[src/sv/spatial_hash_neighbour_cells_core_macros.svh]
// assertion macros for the spatial hash neighbour cells core
`ifndef SPATIAL_HASH_NEIGHBOUR_CELLS_CORE_MACROS_SVH
`define SPATIAL_HASH_NEIGHBOUR_CELLS_CORE_MACROS_SVH

// checked only outside reset
`define SHNC_ASSERT(lbl, prop, msg) \
    lbl: assert property (@(posedge i_clk) disable iff (!i_rst_n) prop) \
        else $error(msg);

// checked on every edge, reset included
`define SHNC_ASSERT_ALWAYS(lbl, prop, msg) \
    lbl: assert property (@(posedge i_clk) prop) else $error(msg);

`endif

[src/sv/shnc_pkg.sv]
// types and constants shared by the spatial hash neighbour cells core
package shnc_pkg;

    localparam int unsigned POS_W      = 32;
    localparam int unsigned REACH_W    = 24;
    localparam int unsigned BKT_W      = 16;
    localparam int unsigned TSZ_W      = 17;
    localparam int unsigned CELL_W     = 32;
    localparam int unsigned NUM_LANES  = 9;
    localparam int unsigned DIV_W      = 34;
    localparam int unsigned DIV_CNT_W  = 6;
    localparam int unsigned MOD_CNT_W  = 5;
    localparam int unsigned NUM_MARKS  = 6;
    localparam int unsigned MAX_RES    = 11;
    localparam int unsigned LIST_W     = 4;
    localparam int unsigned STEP_W     = 4;
    localparam int unsigned PRIME_W    = 12;

    localparam logic [DIV_CNT_W-1:0] DIV_LAST = DIV_CNT_W'(DIV_W - 1);
    localparam logic [MOD_CNT_W-1:0] MOD_LAST = MOD_CNT_W'(CELL_W - 1);

    localparam logic [PRIME_W-1:0] PRIME_X = 12'd1319;
    localparam logic [PRIME_W-1:0] PRIME_Y = 12'd2083;
    localparam logic [PRIME_W-1:0] PRIME_Z = 12'd3169;

    // register indexes
    localparam logic [1:0] CFG_GRID = 2'd0;
    localparam logic [1:0] CFG_ADJ  = 2'd1;
    localparam logic [1:0] CFG_TSZ  = 2'd2;

    localparam logic [TSZ_W-1:0] TSZ_MAX = 17'd65536;

    // cell choice per axis: centre, plus (reach + adj), minus (reach + adj)
    localparam logic [1:0] SEL_C = 2'd0;
    localparam logic [1:0] SEL_P = 2'd1;
    localparam logic [1:0] SEL_M = 2'd2;

    // candidate order
    localparam logic [STEP_W-1:0] STEP_CENTRE = 4'd0;
    localparam logic [STEP_W-1:0] STEP_XP     = 4'd1;
    localparam logic [STEP_W-1:0] STEP_XM     = 4'd2;
    localparam logic [STEP_W-1:0] STEP_YP     = 4'd3;
    localparam logic [STEP_W-1:0] STEP_YM     = 4'd4;
    localparam logic [STEP_W-1:0] STEP_ZP     = 4'd5;
    localparam logic [STEP_W-1:0] STEP_ZM     = 4'd6;
    localparam logic [STEP_W-1:0] STEP_XY     = 4'd7;
    localparam logic [STEP_W-1:0] STEP_CORNER = 4'd8;
    localparam logic [STEP_W-1:0] STEP_XZ     = 4'd9;
    localparam logic [STEP_W-1:0] STEP_YZ     = 4'd10;

    // mark bits
    localparam int unsigned MK_XP = 0;
    localparam int unsigned MK_XM = 1;
    localparam int unsigned MK_YP = 2;
    localparam int unsigned MK_YM = 3;
    localparam int unsigned MK_ZP = 4;
    localparam int unsigned MK_ZM = 5;

    typedef struct packed {
        logic                      action;
        logic signed [POS_W-1:0]   pos_x;
        logic signed [POS_W-1:0]   pos_y;
        logic signed [POS_W-1:0]   pos_z;
        logic [REACH_W-1:0]        reach;
    } t_in;

    typedef struct packed {
        logic [BKT_W-1:0] bucket;
        logic             last;
    } t_out;

    // lanes x centre, x plus, x minus, then y, then z
    typedef struct packed {
        logic                                action;
        logic [NUM_LANES-1:0][CELL_W-1:0]    cidx;
    } t_cells;

    typedef struct packed {
        logic [REACH_W-1:0] grid;
        logic [REACH_W-1:0] adj;
        logic [TSZ_W-1:0]   tsz;
    } t_cfg;

    typedef enum logic [2:0] {
        BS_IDLE,
        BS_SEL,
        BS_HASH,
        BS_MOD,
        BS_EMIT,
        BS_FLUSH
    } t_bstate;

endpackage

[src/sv/shnc_front.sv]
// front part: takes requests and turns positions into cell indices
module shnc_front (
    input  logic            i_clk,
    input  logic            i_rst_n,
    input  logic            i_push,
    output logic            o_full,
    input  shnc_pkg::t_in   i_item,
    input  shnc_pkg::t_cfg  i_cfg,
    input  logic            i_cq_full,
    output logic            o_cq_push,
    output shnc_pkg::t_cells o_cells
);
    import shnc_pkg::*;

    logic                    r_hold_vld;
    t_in                     r_hold;
    logic                    r_busy;
    logic                    r_done;
    logic [DIV_CNT_W-1:0]    r_cnt;
    logic                    r_act;
    logic [DIV_W-1:0]        r_num [NUM_LANES];
    logic [REACH_W-1:0]      r_rem [NUM_LANES];
    logic [NUM_LANES-1:0]    r_neg;

    logic                    w_start;
    logic [REACH_W:0]        w_dist;
    logic [POS_W-1:0]        w_pos [3];
    logic signed [DIV_W:0]   w_val [NUM_LANES];
    logic [DIV_W:0]          w_abs [NUM_LANES];
    logic [REACH_W:0]        w_pre [NUM_LANES];
    logic [REACH_W+1:0]      w_diff [NUM_LANES];
    logic [CELL_W-1:0]       w_q32 [NUM_LANES];

    assign o_full  = r_hold_vld;
    assign w_start = r_hold_vld && !r_busy && !r_done;
    assign w_dist  = {1'b0, r_hold.reach} + {1'b0, i_cfg.adj};
    assign w_pos[0] = r_hold.pos_x;
    assign w_pos[1] = r_hold.pos_y;
    assign w_pos[2] = r_hold.pos_z;

    // offset positions and their magnitudes
    always_comb begin
        for (int a = 0; a < 3; a++) begin
            w_val[3*a]   = {{(DIV_W-POS_W+1){w_pos[a][POS_W-1]}}, w_pos[a]};
            w_val[3*a+1] = w_val[3*a] + $signed({{(DIV_W-REACH_W){1'b0}}, w_dist});
            w_val[3*a+2] = w_val[3*a] - $signed({{(DIV_W-REACH_W){1'b0}}, w_dist});
        end
        for (int l = 0; l < NUM_LANES; l++) begin
            w_abs[l] = w_val[l][DIV_W] ? ((DIV_W+1)'(0) - w_val[l]) : w_val[l];
        end
    end

    // one restoring division step per lane, and floor correction of the result
    always_comb begin
        for (int l = 0; l < NUM_LANES; l++) begin
            w_pre[l]  = {r_rem[l], r_num[l][DIV_W-1]};
            w_diff[l] = {1'b0, w_pre[l]} - {2'b0, i_cfg.grid};
            w_q32[l]  = r_num[l][CELL_W-1:0] + {{(CELL_W-1){1'b0}}, |r_rem[l]};
            o_cells.cidx[l] = r_neg[l] ? (CELL_W'(0) - w_q32[l]) : r_num[l][CELL_W-1:0];
        end
        o_cells.action = r_act;
    end

    assign o_cq_push = r_done && !i_cq_full;

    // holding register for the next request
    always_ff @(posedge i_clk) begin
        if (!i_rst_n) begin
            r_hold_vld <= 1'b0;
        end else if (i_push && !r_hold_vld) begin
            r_hold_vld <= 1'b1;
        end else if (w_start) begin
            r_hold_vld <= 1'b0;
        end
        if (i_push && !r_hold_vld) begin
            r_hold <= i_item;
        end
    end

    // divider control
    always_ff @(posedge i_clk) begin
        if (!i_rst_n) begin
            r_busy <= 1'b0;
            r_done <= 1'b0;
            r_cnt  <= '0;
        end else if (w_start) begin
            r_busy <= 1'b1;
            r_cnt  <= '0;
        end else if (r_busy) begin
            r_cnt <= r_cnt + 1'b1;
            if (r_cnt == DIV_LAST) begin
                r_busy <= 1'b0;
                r_done <= 1'b1;
            end
        end else if (o_cq_push) begin
            r_done <= 1'b0;
        end
    end

    // divider lanes
    always_ff @(posedge i_clk) begin
        for (int l = 0; l < NUM_LANES; l++) begin
            if (w_start) begin
                r_num[l] <= w_abs[l][DIV_W-1:0];
                r_rem[l] <= '0;
                r_neg[l] <= w_val[l][DIV_W];
            end else if (r_busy) begin
                r_num[l] <= {r_num[l][DIV_W-2:0], !w_diff[l][REACH_W+1]};
                r_rem[l] <= w_diff[l][REACH_W+1] ? w_pre[l][REACH_W-1:0]
                                                 : w_diff[l][REACH_W-1:0];
            end
        end
        if (w_start) begin
            r_act <= r_hold.action;
        end
    end

endmodule

[config.mk]
export PLATFORM = sky130hd
export DESIGN_NAME = shnc_front
export DESIGN_NICKNAME = d
export VERILOG_FILES = /design/src/sv/spatial_hash_neighbour_cells_core_macros.svh /design/src/sv/shnc_pkg.sv /design/src/sv/shnc_front.sv
export SDC_FILE = /design/constraint.sdc
export NUM_CORES = 2
export LEC_CHECK = 0
export ABC_AREA = 1
export BUFFER_PORTS_ARGS = -buffer_cell sky130_fd_sc_hd__buf_2
export CAP_MARGIN = 20
export CORE_ASPECT_RATIO = 0.7
export CORE_UTILIZATION = 50
export DETAILED_ROUTE_END_ITERATION = 7
export GPL_ROUTABILITY_DRIVEN = 0
export HOLD_SLACK_MARGIN = 0.12
export PLACE_DENSITY_LB_ADDON = 0.12
export SLEW_MARGIN = 20
export SYNTH_ARGS = -nofsm -noshare
export SYNTH_HDL_FRONTEND = slang
export SYNTH_SLANG_ARGS = --single-unit
[constraint.sdc]
create_clock -name i_clk -period 35.6 [get_ports i_clk]
set_input_delay 7.12 -clock i_clk [delete_from_list [all_inputs] [get_ports i_clk]]
set_output_delay 7.12 -clock i_clk [all_outputs]
set_load 0.02 [all_outputs]
==> impl_metrics.csv <==
group,metric,value,unit
cells_and_area,num-nets-final,12786,
floorplanning,die_w,469.3,µm
logic_synthesis,synth_seq_area_share,25.89,%
logic_synthesis,yosysTopAreaCell,"edfxtp_1",
cells_and_area,finish.instance_area,83270,µm²
timing,rsz0062_at_grt,"no",
grt,grt_pass1_wl,416000,µm
place,placed_area,80480,µm²
setup_path,startpoint_type,"primary input",
detailed_routing,wl_per_cell,20.07,µm
power,finalPower,5.221,mW
setup_path,worstSetupPathType,"in -> out",
setup_path,slowest_delay,0.17,ns
place,hpwl,220800,µm
clocking,path_clk_slew,0.06,ns
logic_synthesis,synth-edff-count,653,
status,violations,"design-rule violations",
place,dp_slack,20.96,ns
timing,setup_tns,0,ns
setup_path,path_common_cell,"buf_2",
clocking,root_buffer,"clkbuf_16",
setup_path,cp.required,28.48,ns
timing,post-route-period-util,41.13,%
detailed_routing,drt-initial-drc-count,9765,
clocking,cts_resized,0,
setup_path,critPathMaxFanout,2,
clocking,cts_buffer_depth,3,
floorplanning,initial_utilization,50.58,%
cells_and_area,drive_gt1_share,7.810,%
timing,finalCriticalPeriod,14.64,ns
logic_synthesis,ys.warnings.count,0,
detailed_routing,finalWirelength,279800,µm
power,p_leak,40.09,nW
detailed_routing,num_vias,81042,
timing,setup_violations,0,
timing,tightest_slew,1.298,ns
logic_synthesis,synth_cell_types,69,
setup_path,cp_cell_sequence,"buf_2 > nor2_1 > buf_2",
cells_and_area,final_core_util,55.10,%
power,vdd.ir_drop.worst,0.03798,mV
floorplanning,core,151100,µm²
logic_synthesis,syn_area_per_cell,6.624,µm²
setup_path,worst-path-buf-inv,2,
timing,fin_ws,20.96,ns
grt,grt_overflow,0,
setup_path,crit_family,"buffers and inverters",
grt,grt_pass1_vias,71282,
floorplanning,die_area,154500,µm²
cells_and_area,synthToLayoutAreaGrowth,8.941,%
grt,grt_max_degree,147,
logic_synthesis,synth_area_leaders,"edfxtp_1, nand2_1, ha_1",
grt,antenna_found_initial,17,
status,outcome,"finished with violations",
power,power_density,62.70,nW/µm²
floorplanning,pin_count,481,
setup_path,endpoint_kind,"primary output",
clocking,clk_latency,0.74,ns
timing,hold_violations,0,
timing,slew_viol_final,0,
logic_synthesis,synth_seq_cells,662,
timing,clock_skew,0.03149,ns
worst_hold_path,hp-class,"reg -> reg",
logic_synthesis,syn_nets,12457,
clocking,hold_buffers,0,
logic_synthesis,async_flop_share,0,%
grt,grt_usage,34.63,%
logic_synthesis,ys.flop_type,"edfxtp_1",
logic_synthesis,synthesis.area,76440,µm²
detailed_routing,drc_errors,8,
clocking,clkSinkCount,662,
timing,relSlewSlack,13.15,%
detailed_routing,drtAntennaViolNets,0,
floorplanning,rows,119,
detailed_routing,vias_per_cell,5.814,
clocking,postCtsSetupBuffers,0,
setup_path,crit_path_top_delay_cell,"buf_2",
clocking,cts_max_level,3,
detailed_routing,firstDrtPassIters,8,
floorplanning,die_y,329.1,µm
clocking,cts_buffers,79,
place,port_buffers,463,
logic_synthesis,yosysTopAreaCellShare,25.65,%
job,drv_cap,0,
timing,max_freq,68.29,MHz
clocking,cts_tree,"built",
logic_synthesis,syn_inst,11539,
setup_path,cp_data_arrival_time,7.52,ns
layout make-up:
cell class,count,area [µm²]
Timing Repair Buffer,528,2853
Inverter,1594,5996
Tap cell,1996,2497
Antenna cell,9,22.52
Clock inverter,58,658.1
Multi-Input combinational cell,9003,49410
Fill cell,14751,67860
Sequential cell,662,19790
Clock buffer,89,2036
flip-flops by register name (all words and copies together) (netlist names):
| signal | flops |
|---|---|
| r_hold | 121 |
| r_act | 1 |
| r_neg | 9 |
| r_num | 306 |
| r_done | 1 |
| r_rem | 216 |
| r_cnt | 6 |
| r_busy | 1 |
| o_full | 1 |
power by group:
| part | switching [mW] | leakage (nW) | total, mW | internal (mW) |
|---|---|---|---|---|
| Clock | 0.384 | 1.30 | 0.876 | 0.492 |
| Combinational | 2.19 | 32.4 | 3.18 | 0.987 |
| Sequential | 0.130 | 6.40 | 1.17 | 1.04 |
logic make-up after synthesis:
family                     count (synthesis)  share of synthesized area, %
AOI/OAI and AO/OA                       2408                         17.43
xor gates and xnor gates                 473                         5.498
adders and majority gates                728                         12.07
buffers and inverters                   1874                         9.511
DFF                                      662                         25.89
and+or+nand+nor                         5394                         29.59
synthesized netlist by cell type, drive strengths merged, types with 16 or more instances:
cell type and count:
nand3b 34, a31oi 46, inv 1590, nor4 66, a21oi 900, a211oi 20, o22ai 58, xnor2 215
nand2 3142, buf 110, o221ai 21, edfxtp 653, o21a 63, clkbuf 170, o21ai 1034, ha 712
o211ai 23, a221oi 18, o21bai 73, nor3 135, xor2 258, a21o 59, a21boi 32, nand4 130
or2 82, nand3 724, nor2 1057, o31ai 22, fa 16
worst paths after layout:
| kind | from | endpoint | slack, ns | cells after the start |
|---|---|---|---|---|
| worst max-delay path | i_cq_full | o_cq_push | 20.96 | 3 |
| worst min-delay path | r_hold[120]$_DFFE_PP_ | r_act$_DFFE_PP_ | 0.43 | 0 |
| worst max register to register | r_hold[1]$_DFFE_PP_ | r_num[5][6]$_DFFE_PP_ | 29.10 | 25 |
| worst min register to register | r_hold[120]$_DFFE_PP_ | r_act$_DFFE_PP_ | 0.43 | 0 |
stage by stage:
stage	hold WS [ns]	cells
floorplan	0.4003	11539
detailed placement	0.4189	13780
finish	0.4294	13939
global route	0.4398	13932
global placement	0.4030	13780
CTS	0.4333	13927
layout by cell type (no fill, tap or decap), types with 20 or more instances in the layout:
cell type	Yosys	layout
o21ai_1	65	65
nor3_1	128	127
o21a_1	63	63
nor4_1	65	65
a21oi_1	884	884
o21ai_0	962	962
a21boi_0	32	32
or2_2	77	77
xor2_1	253	251
a21o_1	59	59
a31oi_1	46	46
clkbuf_16	0	80
inv_2	34	35
ha_1	712	712
o22ai_1	58	58
nand2_2	43	43
o211ai_1	23	23
a211oi_1	20	20
o31ai_1	22	22
nor2_2	39	40
buf_4	32	61
o21bai_1	72	72
edfxtp_1	653	653
nand3_1	708	708
inv_1	1554	1550
o221ai_1	21	21
buf_2	64	463
nand4_1	129	129
xnor2_1	212	212
nor2_1	1013	1011
nand3b_1	34	34
nand2_1	3096	3095
metal layers:
layer / up-vias / global-route usage (%) / share of wire [%]
met5: - / 0 / 0.017
met4: 6 / 12.13 / 3.9
met3: 551 / 9.438 / 13
met2: 4197 / 48.37 / 39
met1: 37135 / 50.57 / 44
li1: 39153 / - / -
worst reg2reg max path: stages, from the launching register on:
cell	delay (ns)
edfxtp_1	0.38
ha_1	0.28
nand2_1	0.05
nand2_1	0.06
a21oi_1	0.08
o21ai_0	0.43
a31oi_1	0.22
o21bai_1	0.26
a21boi_0	0.24
o21bai_1	0.29
xor2_2	0.63
ha_1	0.53
nor2_2	0.23
inv_1	0.05
nor2_1	0.22
nand2_1	0.12
nor2_1	0.12
nand2_1	0.07
nand3_1	0.11
a21oi_1	0.09
nor2_2	0.52
inv_2	0.45
nand2_1	0.18
a21oi_1	0.08
o21ai_0	0.33
o21ai_0	0.21
No activity file was read; power rests on OpenSTA's default activity.
