## src/sv/spatial_hash_neighbour_cells_core_macros.svh

```systemverilog
// assertion macros for the spatial hash neighbour cells core
`ifndef SPATIAL_HASH_NEIGHBOUR_CELLS_CORE_MACROS_SVH
`define SPATIAL_HASH_NEIGHBOUR_CELLS_CORE_MACROS_SVH

// checked only outside reset
`define SHNC_ASSERT(lbl, prop, msg) \
    lbl: assert property (@(posedge i_clk) disable iff (!i_rst_n) prop) \
        else $error(msg);

// checked on every edge, reset included
`define SHNC_ASSERT_ALWAYS(lbl, prop, msg) \
    lbl: assert property (@(posedge i_clk) prop) else $error(msg);

`endif

```

## src/sv/shnc_pkg.sv

```systemverilog
// types and constants shared by the spatial hash neighbour cells core
package shnc_pkg;

    localparam int unsigned POS_W      = 32;
    localparam int unsigned REACH_W    = 24;
    localparam int unsigned BKT_W      = 16;
    localparam int unsigned TSZ_W      = 17;
    localparam int unsigned CELL_W     = 32;
    localparam int unsigned NUM_LANES  = 9;
    localparam int unsigned DIV_W      = 34;
    localparam int unsigned DIV_CNT_W  = 6;
    localparam int unsigned MOD_CNT_W  = 5;
    localparam int unsigned NUM_MARKS  = 6;
    localparam int unsigned MAX_RES    = 11;
    localparam int unsigned LIST_W     = 4;
    localparam int unsigned STEP_W     = 4;
    localparam int unsigned PRIME_W    = 12;

    localparam logic [DIV_CNT_W-1:0] DIV_LAST = DIV_CNT_W'(DIV_W - 1);
    localparam logic [MOD_CNT_W-1:0] MOD_LAST = MOD_CNT_W'(CELL_W - 1);

    localparam logic [PRIME_W-1:0] PRIME_X = 12'd1319;
    localparam logic [PRIME_W-1:0] PRIME_Y = 12'd2083;
    localparam logic [PRIME_W-1:0] PRIME_Z = 12'd3169;

    // register indexes
    localparam logic [1:0] CFG_GRID = 2'd0;
    localparam logic [1:0] CFG_ADJ  = 2'd1;
    localparam logic [1:0] CFG_TSZ  = 2'd2;

    localparam logic [TSZ_W-1:0] TSZ_MAX = 17'd65536;

    // cell choice per axis: centre, plus (reach + adj), minus (reach + adj)
    localparam logic [1:0] SEL_C = 2'd0;
    localparam logic [1:0] SEL_P = 2'd1;
    localparam logic [1:0] SEL_M = 2'd2;

    // candidate order
    localparam logic [STEP_W-1:0] STEP_CENTRE = 4'd0;
    localparam logic [STEP_W-1:0] STEP_XP     = 4'd1;
    localparam logic [STEP_W-1:0] STEP_XM     = 4'd2;
    localparam logic [STEP_W-1:0] STEP_YP     = 4'd3;
    localparam logic [STEP_W-1:0] STEP_YM     = 4'd4;
    localparam logic [STEP_W-1:0] STEP_ZP     = 4'd5;
    localparam logic [STEP_W-1:0] STEP_ZM     = 4'd6;
    localparam logic [STEP_W-1:0] STEP_XY     = 4'd7;
    localparam logic [STEP_W-1:0] STEP_CORNER = 4'd8;
    localparam logic [STEP_W-1:0] STEP_XZ     = 4'd9;
    localparam logic [STEP_W-1:0] STEP_YZ     = 4'd10;

    // mark bits
    localparam int unsigned MK_XP = 0;
    localparam int unsigned MK_XM = 1;
    localparam int unsigned MK_YP = 2;
    localparam int unsigned MK_YM = 3;
    localparam int unsigned MK_ZP = 4;
    localparam int unsigned MK_ZM = 5;

    typedef struct packed {
        logic                      action;
        logic signed [POS_W-1:0]   pos_x;
        logic signed [POS_W-1:0]   pos_y;
        logic signed [POS_W-1:0]   pos_z;
        logic [REACH_W-1:0]        reach;
    } t_in;

    typedef struct packed {
        logic [BKT_W-1:0] bucket;
        logic             last;
    } t_out;

    // lanes x centre, x plus, x minus, then y, then z
    typedef struct packed {
        logic                                action;
        logic [NUM_LANES-1:0][CELL_W-1:0]    cidx;
    } t_cells;

    typedef struct packed {
        logic [REACH_W-1:0] grid;
        logic [REACH_W-1:0] adj;
        logic [TSZ_W-1:0]   tsz;
    } t_cfg;

    typedef enum logic [2:0] {
        BS_IDLE,
        BS_SEL,
        BS_HASH,
        BS_MOD,
        BS_EMIT,
        BS_FLUSH
    } t_bstate;

endpackage

```

## src/sv/shnc_back.sv

```systemverilog
// back part: hashes candidate cells, drops repeats and queues the buckets
module shnc_back (
    input  logic             i_clk,
    input  logic             i_rst_n,
    input  logic             i_cq_vld,
    input  shnc_pkg::t_cells i_cells,
    output logic             o_cq_pop,
    input  logic [shnc_pkg::TSZ_W-1:0] i_tsz,
    output logic             o_empty,
    input  logic             i_pop,
    output shnc_pkg::t_out   o_res
);
    import shnc_pkg::*;

    t_bstate              r_state, n_state;
    t_cells               r_cells, n_cells;
    logic [STEP_W-1:0]    r_step, n_step;
    logic [NUM_MARKS-1:0] r_mark, n_mark;
    logic [BKT_W-1:0]     r_list [MAX_RES];
    logic [BKT_W-1:0]     n_list [MAX_RES];
    logic [LIST_W-1:0]    r_nlist, n_nlist;
    logic                 r_pend_vld, n_pend_vld;
    logic [BKT_W-1:0]     r_pend, n_pend;
    logic [1:0]           r_sx, n_sx, r_sy, n_sy, r_sz, n_sz;
    logic [CELL_W-1:0]    r_h, n_h;
    logic [1:0]           r_hcnt, n_hcnt;
    logic [CELL_W-1:0]    r_hsh, n_hsh;
    logic [BKT_W-1:0]     r_mrem, n_mrem;
    logic [MOD_CNT_W-1:0] r_mcnt, n_mcnt;

    t_out                 r_of [2];
    logic                 r_of_wp, r_of_rp;
    logic [1:0]           r_of_cnt;
    logic                 w_of_full, w_of_push, w_of_pop;
    t_out                 w_of_data;

    logic                 w_use;
    logic [1:0]           w_sx, w_sy, w_sz;
    logic                 w_xy_ok, w_xz_ok, w_yz_ok, w_cz_ok;
    logic [1:0]           w_xy_x, w_xy_y, w_cz, w_xz_x, w_xz_z, w_yz_y, w_yz_z;
    logic [3:0]           w_lane;
    logic [CELL_W-1:0]    w_opnd;
    logic [PRIME_W-1:0]   w_prime;
    logic [CELL_W+PRIME_W-1:0] w_prod;
    logic [BKT_W:0]       w_pre;
    logic                 w_ge;
    logic                 w_hit;

    // first marked pair on each plane and the z corner of the xy pair
    always_comb begin
        w_xy_ok = 1'b1; w_xy_x = SEL_P; w_xy_y = SEL_P;
        priority if (r_mark[MK_XP] && r_mark[MK_YP]) begin
            w_xy_x = SEL_P; w_xy_y = SEL_P;
        end else if (r_mark[MK_XM] && r_mark[MK_YP]) begin
            w_xy_x = SEL_M; w_xy_y = SEL_P;
        end else if (r_mark[MK_XP] && r_mark[MK_YM]) begin
            w_xy_x = SEL_P; w_xy_y = SEL_M;
        end else if (r_mark[MK_XM] && r_mark[MK_YM]) begin
            w_xy_x = SEL_M; w_xy_y = SEL_M;
        end else begin
            w_xy_ok = 1'b0;
        end
        w_cz_ok = r_mark[MK_ZP] || r_mark[MK_ZM];
        if (w_xy_x == SEL_P && w_xy_y == SEL_P) begin
            w_cz = r_mark[MK_ZP] ? SEL_P : SEL_M;
        end else begin
            w_cz = r_mark[MK_ZM] ? SEL_M : SEL_P;
        end
        w_xz_ok = 1'b1; w_xz_x = SEL_P; w_xz_z = SEL_P;
        priority if (r_mark[MK_XP] && r_mark[MK_ZP]) begin
            w_xz_x = SEL_P; w_xz_z = SEL_P;
        end else if (r_mark[MK_XM] && r_mark[MK_ZP]) begin
            w_xz_x = SEL_M; w_xz_z = SEL_P;
        end else if (r_mark[MK_XP] && r_mark[MK_ZM]) begin
            w_xz_x = SEL_P; w_xz_z = SEL_M;
        end else if (r_mark[MK_XM] && r_mark[MK_ZM]) begin
            w_xz_x = SEL_M; w_xz_z = SEL_M;
        end else begin
            w_xz_ok = 1'b0;
        end
        w_yz_ok = 1'b1; w_yz_y = SEL_P; w_yz_z = SEL_P;
        priority if (r_mark[MK_YP] && r_mark[MK_ZP]) begin
            w_yz_y = SEL_P; w_yz_z = SEL_P;
        end else if (r_mark[MK_YM] && r_mark[MK_ZP]) begin
            w_yz_y = SEL_M; w_yz_z = SEL_P;
        end else if (r_mark[MK_YP] && r_mark[MK_ZM]) begin
            w_yz_y = SEL_P; w_yz_z = SEL_M;
        end else if (r_mark[MK_YM] && r_mark[MK_ZM]) begin
            w_yz_y = SEL_M; w_yz_z = SEL_M;
        end else begin
            w_yz_ok = 1'b0;
        end
    end

    // candidate cell of the current step
    always_comb begin
        w_use = !r_cells.action;
        w_sx  = SEL_C; w_sy = SEL_C; w_sz = SEL_C;
        unique case (r_step)
            STEP_CENTRE: w_use = 1'b1;
            STEP_XP:     w_sx = SEL_P;
            STEP_XM:     w_sx = SEL_M;
            STEP_YP:     w_sy = SEL_P;
            STEP_YM:     w_sy = SEL_M;
            STEP_ZP:     w_sz = SEL_P;
            STEP_ZM:     w_sz = SEL_M;
            STEP_XY: begin
                w_use = !r_cells.action && w_xy_ok;
                w_sx  = w_xy_x; w_sy = w_xy_y;
            end
            STEP_CORNER: begin
                w_use = !r_cells.action && w_xy_ok && w_cz_ok;
                w_sx  = w_xy_x; w_sy = w_xy_y; w_sz = w_cz;
            end
            STEP_XZ: begin
                w_use = !r_cells.action && w_xz_ok;
                w_sx  = w_xz_x; w_sz = w_xz_z;
            end
            STEP_YZ: begin
                w_use = !r_cells.action && w_yz_ok;
                w_sy  = w_yz_y; w_sz = w_yz_z;
            end
            default: w_use = 1'b0;
        endcase
    end

    // one hash product per cycle, x then y then z
    always_comb begin
        unique case (r_hcnt)
            2'd0: begin
                w_lane = 4'd0 + {2'b0, r_sx}; w_prime = PRIME_X;
            end
            2'd1: begin
                w_lane = 4'd3 + {2'b0, r_sy}; w_prime = PRIME_Y;
            end
            2'd2: begin
                w_lane = 4'd6 + {2'b0, r_sz}; w_prime = PRIME_Z;
            end
            default: begin
                w_lane = 4'd0; w_prime = '0;
            end
        endcase
        w_opnd = r_cells.cidx[w_lane];
        w_prod = (CELL_W+PRIME_W)'(w_opnd) * (CELL_W+PRIME_W)'(w_prime);
    end

    // remainder step and repeat search
    assign w_pre = {r_mrem, r_hsh[CELL_W-1]};
    assign w_ge  = w_pre >= i_tsz;
    always_comb begin
        w_hit = 1'b0;
        for (int i = 0; i < MAX_RES; i++) begin
            if (LIST_W'(i) < r_nlist && r_list[i] == r_mrem) begin
                w_hit = 1'b1;
            end
        end
    end

    assign w_of_full = (r_of_cnt == 2'd2);
    assign w_of_pop  = i_pop && !o_empty;
    assign o_empty   = (r_of_cnt == 2'd0);
    assign o_res     = r_of[r_of_rp];

    // sequencer next state
    always_comb begin
        n_state    = r_state;
        n_cells    = r_cells;
        n_step     = r_step;
        n_mark     = r_mark;
        n_list     = r_list;
        n_nlist    = r_nlist;
        n_pend_vld = r_pend_vld;
        n_pend     = r_pend;
        n_sx       = r_sx;
        n_sy       = r_sy;
        n_sz       = r_sz;
        n_h        = r_h;
        n_hcnt     = r_hcnt;
        n_hsh      = r_hsh;
        n_mrem     = r_mrem;
        n_mcnt     = r_mcnt;
        o_cq_pop   = 1'b0;
        w_of_push  = 1'b0;
        w_of_data  = '0;
        unique case (r_state)
            BS_IDLE: begin
                if (i_cq_vld) begin
                    o_cq_pop = 1'b1;
                    n_cells  = i_cells;
                    n_step   = STEP_CENTRE;
                    n_mark   = '0;
                    n_nlist  = '0;
                    n_state  = (i_tsz == '0) ? BS_IDLE : BS_SEL;
                end
            end
            BS_SEL: begin
                if (r_step > STEP_YZ) begin
                    n_state = BS_FLUSH;
                end else if (w_use) begin
                    n_sx    = w_sx;
                    n_sy    = w_sy;
                    n_sz    = w_sz;
                    n_h     = '0;
                    n_hcnt  = '0;
                    n_state = BS_HASH;
                end else begin
                    n_step = r_step + 1'b1;
                end
            end
            BS_HASH: begin
                n_h    = r_h + w_prod[CELL_W-1:0];
                n_hcnt = r_hcnt + 1'b1;
                if (r_hcnt == 2'd2) begin
                    n_hsh   = r_h + w_prod[CELL_W-1:0];
                    n_mrem  = '0;
                    n_mcnt  = '0;
                    n_state = BS_MOD;
                end
            end
            BS_MOD: begin
                n_hsh  = {r_hsh[CELL_W-2:0], 1'b0};
                n_mrem = w_ge ? BKT_W'({1'b0, w_pre} - i_tsz) : w_pre[BKT_W-1:0];
                n_mcnt = r_mcnt + 1'b1;
                if (r_mcnt == MOD_LAST) begin
                    n_state = BS_EMIT;
                end
            end
            BS_EMIT: begin
                if (w_hit) begin
                    n_step  = r_step + 1'b1;
                    n_state = BS_SEL;
                end else if (!(r_pend_vld && w_of_full)) begin
                    // previous bucket is now known not to be the last one
                    w_of_push  = r_pend_vld;
                    w_of_data  = '{bucket: r_pend, last: 1'b0};
                    n_pend     = r_mrem;
                    n_pend_vld = 1'b1;
                    n_list[r_nlist] = r_mrem;
                    n_nlist    = r_nlist + 1'b1;
                    if (r_step >= STEP_XP && r_step <= STEP_ZM) begin
                        n_mark[r_step[2:0] - 3'd1] = 1'b1;
                    end
                    n_step  = r_step + 1'b1;
                    n_state = BS_SEL;
                end
            end
            BS_FLUSH: begin
                if (!r_pend_vld) begin
                    n_state = BS_IDLE;
                end else if (!w_of_full) begin
                    w_of_push  = 1'b1;
                    w_of_data  = '{bucket: r_pend, last: 1'b1};
                    n_pend_vld = 1'b0;
                    n_state    = BS_IDLE;
                end
            end
            default: n_state = BS_IDLE;
        endcase
    end

    // sequencer registers
    always_ff @(posedge i_clk) begin
        if (!i_rst_n) begin
            r_state    <= BS_IDLE;
            r_pend_vld <= 1'b0;
        end else begin
            r_state    <= n_state;
            r_pend_vld <= n_pend_vld;
        end
        r_cells <= n_cells;
        r_step  <= n_step;
        r_mark  <= n_mark;
        r_list  <= n_list;
        r_nlist <= n_nlist;
        r_pend  <= n_pend;
        r_sx    <= n_sx;
        r_sy    <= n_sy;
        r_sz    <= n_sz;
        r_h     <= n_h;
        r_hcnt  <= n_hcnt;
        r_hsh   <= n_hsh;
        r_mrem  <= n_mrem;
        r_mcnt  <= n_mcnt;
    end

    // result queue
    always_ff @(posedge i_clk) begin
        if (!i_rst_n) begin
            r_of_wp  <= 1'b0;
            r_of_rp  <= 1'b0;
            r_of_cnt <= '0;
        end else begin
            if (w_of_push) begin
                r_of_wp <= !r_of_wp;
            end
            if (w_of_pop) begin
                r_of_rp <= !r_of_rp;
            end
            r_of_cnt <= r_of_cnt + {1'b0, w_of_push} - {1'b0, w_of_pop};
        end
        if (w_of_push) begin
            r_of[r_of_wp] <= w_of_data;
        end
    end

endmodule

```

## config.mk

```make
export PLATFORM = sky130hd
export DESIGN_NAME = shnc_back
export DESIGN_NICKNAME = d
export VERILOG_FILES = /design/src/sv/spatial_hash_neighbour_cells_core_macros.svh /design/src/sv/shnc_pkg.sv /design/src/sv/shnc_back.sv
export SDC_FILE = /design/constraint.sdc
export NUM_CORES = 1
export LEC_CHECK = 0
export ABC_AREA = 0
export BUFFER_PORTS_ARGS = -buffer_cell sky130_fd_sc_hd__clkbuf_2
export CAP_MARGIN = 20
export CORE_UTILIZATION = 34
export CTS_BUF_LIST = sky130_fd_sc_hd__clkbuf_4 sky130_fd_sc_hd__clkbuf_8
export DETAILED_ROUTE_END_ITERATION = 7
export HOLD_SLACK_MARGIN = 0.12
export SKIP_CTS_REPAIR_TIMING = 1
export SYNTH_ARGS = -nofsm -noshare
export SYNTH_HDL_FRONTEND = slang
export SYNTH_SLANG_ARGS = --single-unit
```

## constraint.sdc

```tcl
create_clock -name i_clk -period 21.1 [get_ports i_clk]
set_input_delay 3.165 -clock i_clk [delete_from_list [all_inputs] [get_ports i_clk]]
set_output_delay 3.165 -clock i_clk [all_outputs]
set_load 0.005 [all_outputs]
```

==> impl_metrics.csv <==
group,metric,value,unit
status,status,"completed",
timing,min_period,9068,ps
die,dieHeight,321.7,um
setup_path,crit_end,"r_hsh[24]",
die,die_w,321.7,um
logic_synthesis,ys_warn_count,0,
timing,maxSlewHeadroom,27.67,%
setup_path,end_kind,"flip-flop",
timing,rsz0062_at_grt,"no",
timing,worst-slew-pin-transition,1085,ps
logic_synthesis,netlist-cell-type-count,91,
logic_synthesis,synth.largest_area_cell,"edfxtp_1",
timing,post-route-period-util,42.98,%
clock_tree,cts_buffer_depth,3,
grt,antenna_found_initial,20,
setup_path,crit_required,21580,ps
logic_synthesis,synth.net_count,3352,
timing,final-setup-viol-count,0,
setup_path,r2r-start,"r_hcnt[0]",
timing,fin_ws,12030,ps
logic_synthesis,synth_area_per_cell,12.77,um^2
logic_synthesis,synth_seq_cells,631,
logic_synthesis,synth_area,34760,um^2
grt,grt_max_degree,70,
timing,finClkSkew,51.62,ps
drt,vias,22090,
setup_path,cp-start-kind,"flip-flop",
setup_path,crit_path_start,"r_hcnt[0]",
clock_tree,h-tree-depth,3,
clock_tree,cts.sinks,631,
die,core_area,100700,um^2
layout,fin_nets,3743,
setup_path,slowest_stage,"buf_4",
clock_tree,clkTransAtPathRegs,60,ps
drt,totalWireLength,90450,um
setup_path,r2r_cells,32,
placement,port_buffers,328,
logic_synthesis,ys_seq_area_share,54.26,%
drt,drt_iter0_drc,1530,
setup_path,worstSetupPathDepth,32,
logic_synthesis,synth_edf_count,622,
timing,slew_viol_final,0,
setup_path,cp_num_buf_inv,8,
drt,wl_per_cell,19.75,um
layout,drive_gt1_share,20.29,%
grt,track_usage,17.68,%
drt,ant_nets,0,
timing,hold_viol_final,0,
clock_tree,cts_tree,"yes",
timing,max_freq,110.3,MHz
setup_path,r2r_slack,12030,ps
clock_tree,cts-root-buf,"clkbuf_8",
die,ios,329,
setup_path,criticalPathCategory,"reg -> reg",
setup_path,crit_top_cell,"inv_1",
logic_synthesis,async_flop_share,0,%
die,die_area,103500,um^2
drt,drc_errors,0,
setup_path,slowest_delay,570,ps
drt,dr.pass1.iters,5,
clock_tree,clock_latency,760,ps
setup_path,arrival,9550,ps
timing,fin_setup_tns,0,ps
placement,pre_cts_slack,12070,ps
grt,grt_pass1_vias,23010,
setup_path,rr_endpoint,"r_hsh[24]",
die,rows,116,
run,cap_violations,0,
worst_hold_path,min_path_type,"reg -> reg",
logic_synthesis,syn_inst,2721,
die,start_util,34.51,%
setup_path,cp_top_family,"adder cells",
grt,grt_overflow_total,0,
setup_path,path_max_fanout,45,
logic_synthesis,synthTopCellsByArea,"edfxtp_1 54%, fa_1 9.7%, ha_1 5.5%",
logic_synthesis,synth_top_cell_area_share,53.74,%
drt,vias_per_cell,4.825,
clock_tree,numCtsBuffers,105,
placement,hpwl,65930,um
placement,gp_congestion,0.8700,
layout,syn_to_final_growth,16.40,%
grt,grt_pass1_wl,137100,um
logic_synthesis,ys.flop_type,"edfxtp_1",
## worst min-delay path, delay by kind of cell (launching register included)
kind / cells / cell delay (ps)
AO/OA/AOI/OAI: 1 / 60
AND/OR/NAND/NOR: 1 / 40
flip-flops: 1 / 320
## metrics by stage
step / area [um^2] / cells / hold WS, ps / utilization, %
finish: 40460 / 4579 / 500.4 / 40.16
global route: 40450 / 4578 / 529.8 / 40.16
CTS: 40410 / 4561 / 510.6 / 40.12
detailed placement: 38090 / 4362 / 496.4 / 37.81
global placement: 38060 / 4360 / 490.5 / 37.79
floorplan: 34760 / 2721 / 483.6 / -
## synth_stat cells, types with 4 or more instances
cell       instances
o22ai_1           11
o21ai_0           70
a21o_1            19
buf_4             14
a211oi_1           7
or2_2              8
ha_1             152
a2111oi_0          4
mux2_2            23
inv_1            368
nor2_1           167
nand2_1          192
a31oi_1           17
a221oi_1           4
mux4_2            26
o21a_1             9
xor2_1           116
and3_1            21
xnor2_1          117
o2111ai_1          6
a22oi_1            5
nand4_1           28
nand2b_1          13
clkbuf_1          53
a221o_1           22
nor2b_1           32
edfxtp_1         622
mux2i_1           41
fa_1             169
nor3_1            27
nor4_1            28
o21bai_1          10
buf_1              6
a21boi_0           5
or4_1              4
o31ai_1            6
buf_2             17
nand3_1           29
dfxtp_1            9
a21oi_1           90
o21ai_1            5
and2_1            81
## placed cells by master (no fill, tap or decap), drive strengths merged, types with 10 or more instances in the layout
cell type / netlist / final
a21o: 19 / 19
a21oi: 92 / 92
a221o: 22 / 22
a31oi: 18 / 18
and2: 82 / 82
and3: 22 / 22
buf: 40 / 49
clkbuf: 53 / 481
clkinv: 0 / 31
diode: 0 / 18
edfxtp: 622 / 622
fa: 169 / 169
ha: 152 / 152
inv: 369 / 373
mux2: 25 / 25
mux2i: 41 / 41
mux4: 26 / 26
nand2: 193 / 193
nand2b: 14 / 14
nand3: 30 / 30
nand4: 28 / 28
nor2: 168 / 168
nor2b: 32 / 32
nor3: 27 / 27
nor4: 28 / 28
o21ai: 77 / 77
o21bai: 10 / 10
o22ai: 12 / 12
or2: 10 / 10
xnor2: 118 / 118
xor2: 116 / 116
## cells by family (layout without fill, tap and decap cells)
family          Yosys count  count (layout)  share of synthesized area, %
buf+inv                 462             945                         5.267
simple gates            648             648                         9.025
mux                      92              92                         3.675
other cells               0              18                             0
compound gates          331             331                         6.523
fa+ha+maj               321             321                         15.21
flops                   631             631                         54.26
xor+xnor                236             236                         6.048
## cell type report
type | count | area (um^2)
Multi-Input combinational cell | 1628 | 14130
Clock buffer | 153 | 1831
Fill cell | 9591 | 60270
Inverter | 369 | 1385
Sequential cell | 631 | 18860
Antenna cell | 18 | 45.04
Tap cell | 1357 | 1698
Clock inverter | 46 | 495.5
Timing Repair Buffer | 377 | 2017
## registers in the layout, summed over array words and instances (netlist names), named ones only
register    count
r_hsh          32
r_mcnt          5
r_of_rp         1
r_sx            2
r_pend         16
r_nlist         4
r_mark          6
r_state         3
r_step          4
r_sz            2
r_sy            2
r_cells       289
r_hcnt          2
r_of_cnt        2
r_list        176
r_of           34
r_mrem         16
r_pend_vld      1
r_of_wp         1
r_h            32
## routing by layer
metal	vias up	routed length [um]	GRT usage [%]
met5	-	12	0
met4	2	3077	7.270
met2	638	45340	30.34
met1	11000	36940	21.58
li1	10280	-	-
met3	173	5076	3.609
## worst min path at each step
stage           endpoint  depth (start not counted)  slack [ps]  startpoint
3_3_place_gp    r_hsh[1]                          2         490    r_hsh[0]
6_report       r_hsh[30]                          2         500   r_hsh[29]
5_1_grt        r_hsh[30]                          2         530   r_hsh[29]
3_5_place_dp    r_hsh[3]                          2         500    r_hsh[2]
4_1_cts        r_hsh[30]                          2         510   r_hsh[29]
2_1_floorplan   r_hsh[1]                          2         480    r_hsh[0]
Power is not shown: default switching activity piles up to over one toggle a cycle in this logic, so the estimate is an artifact.
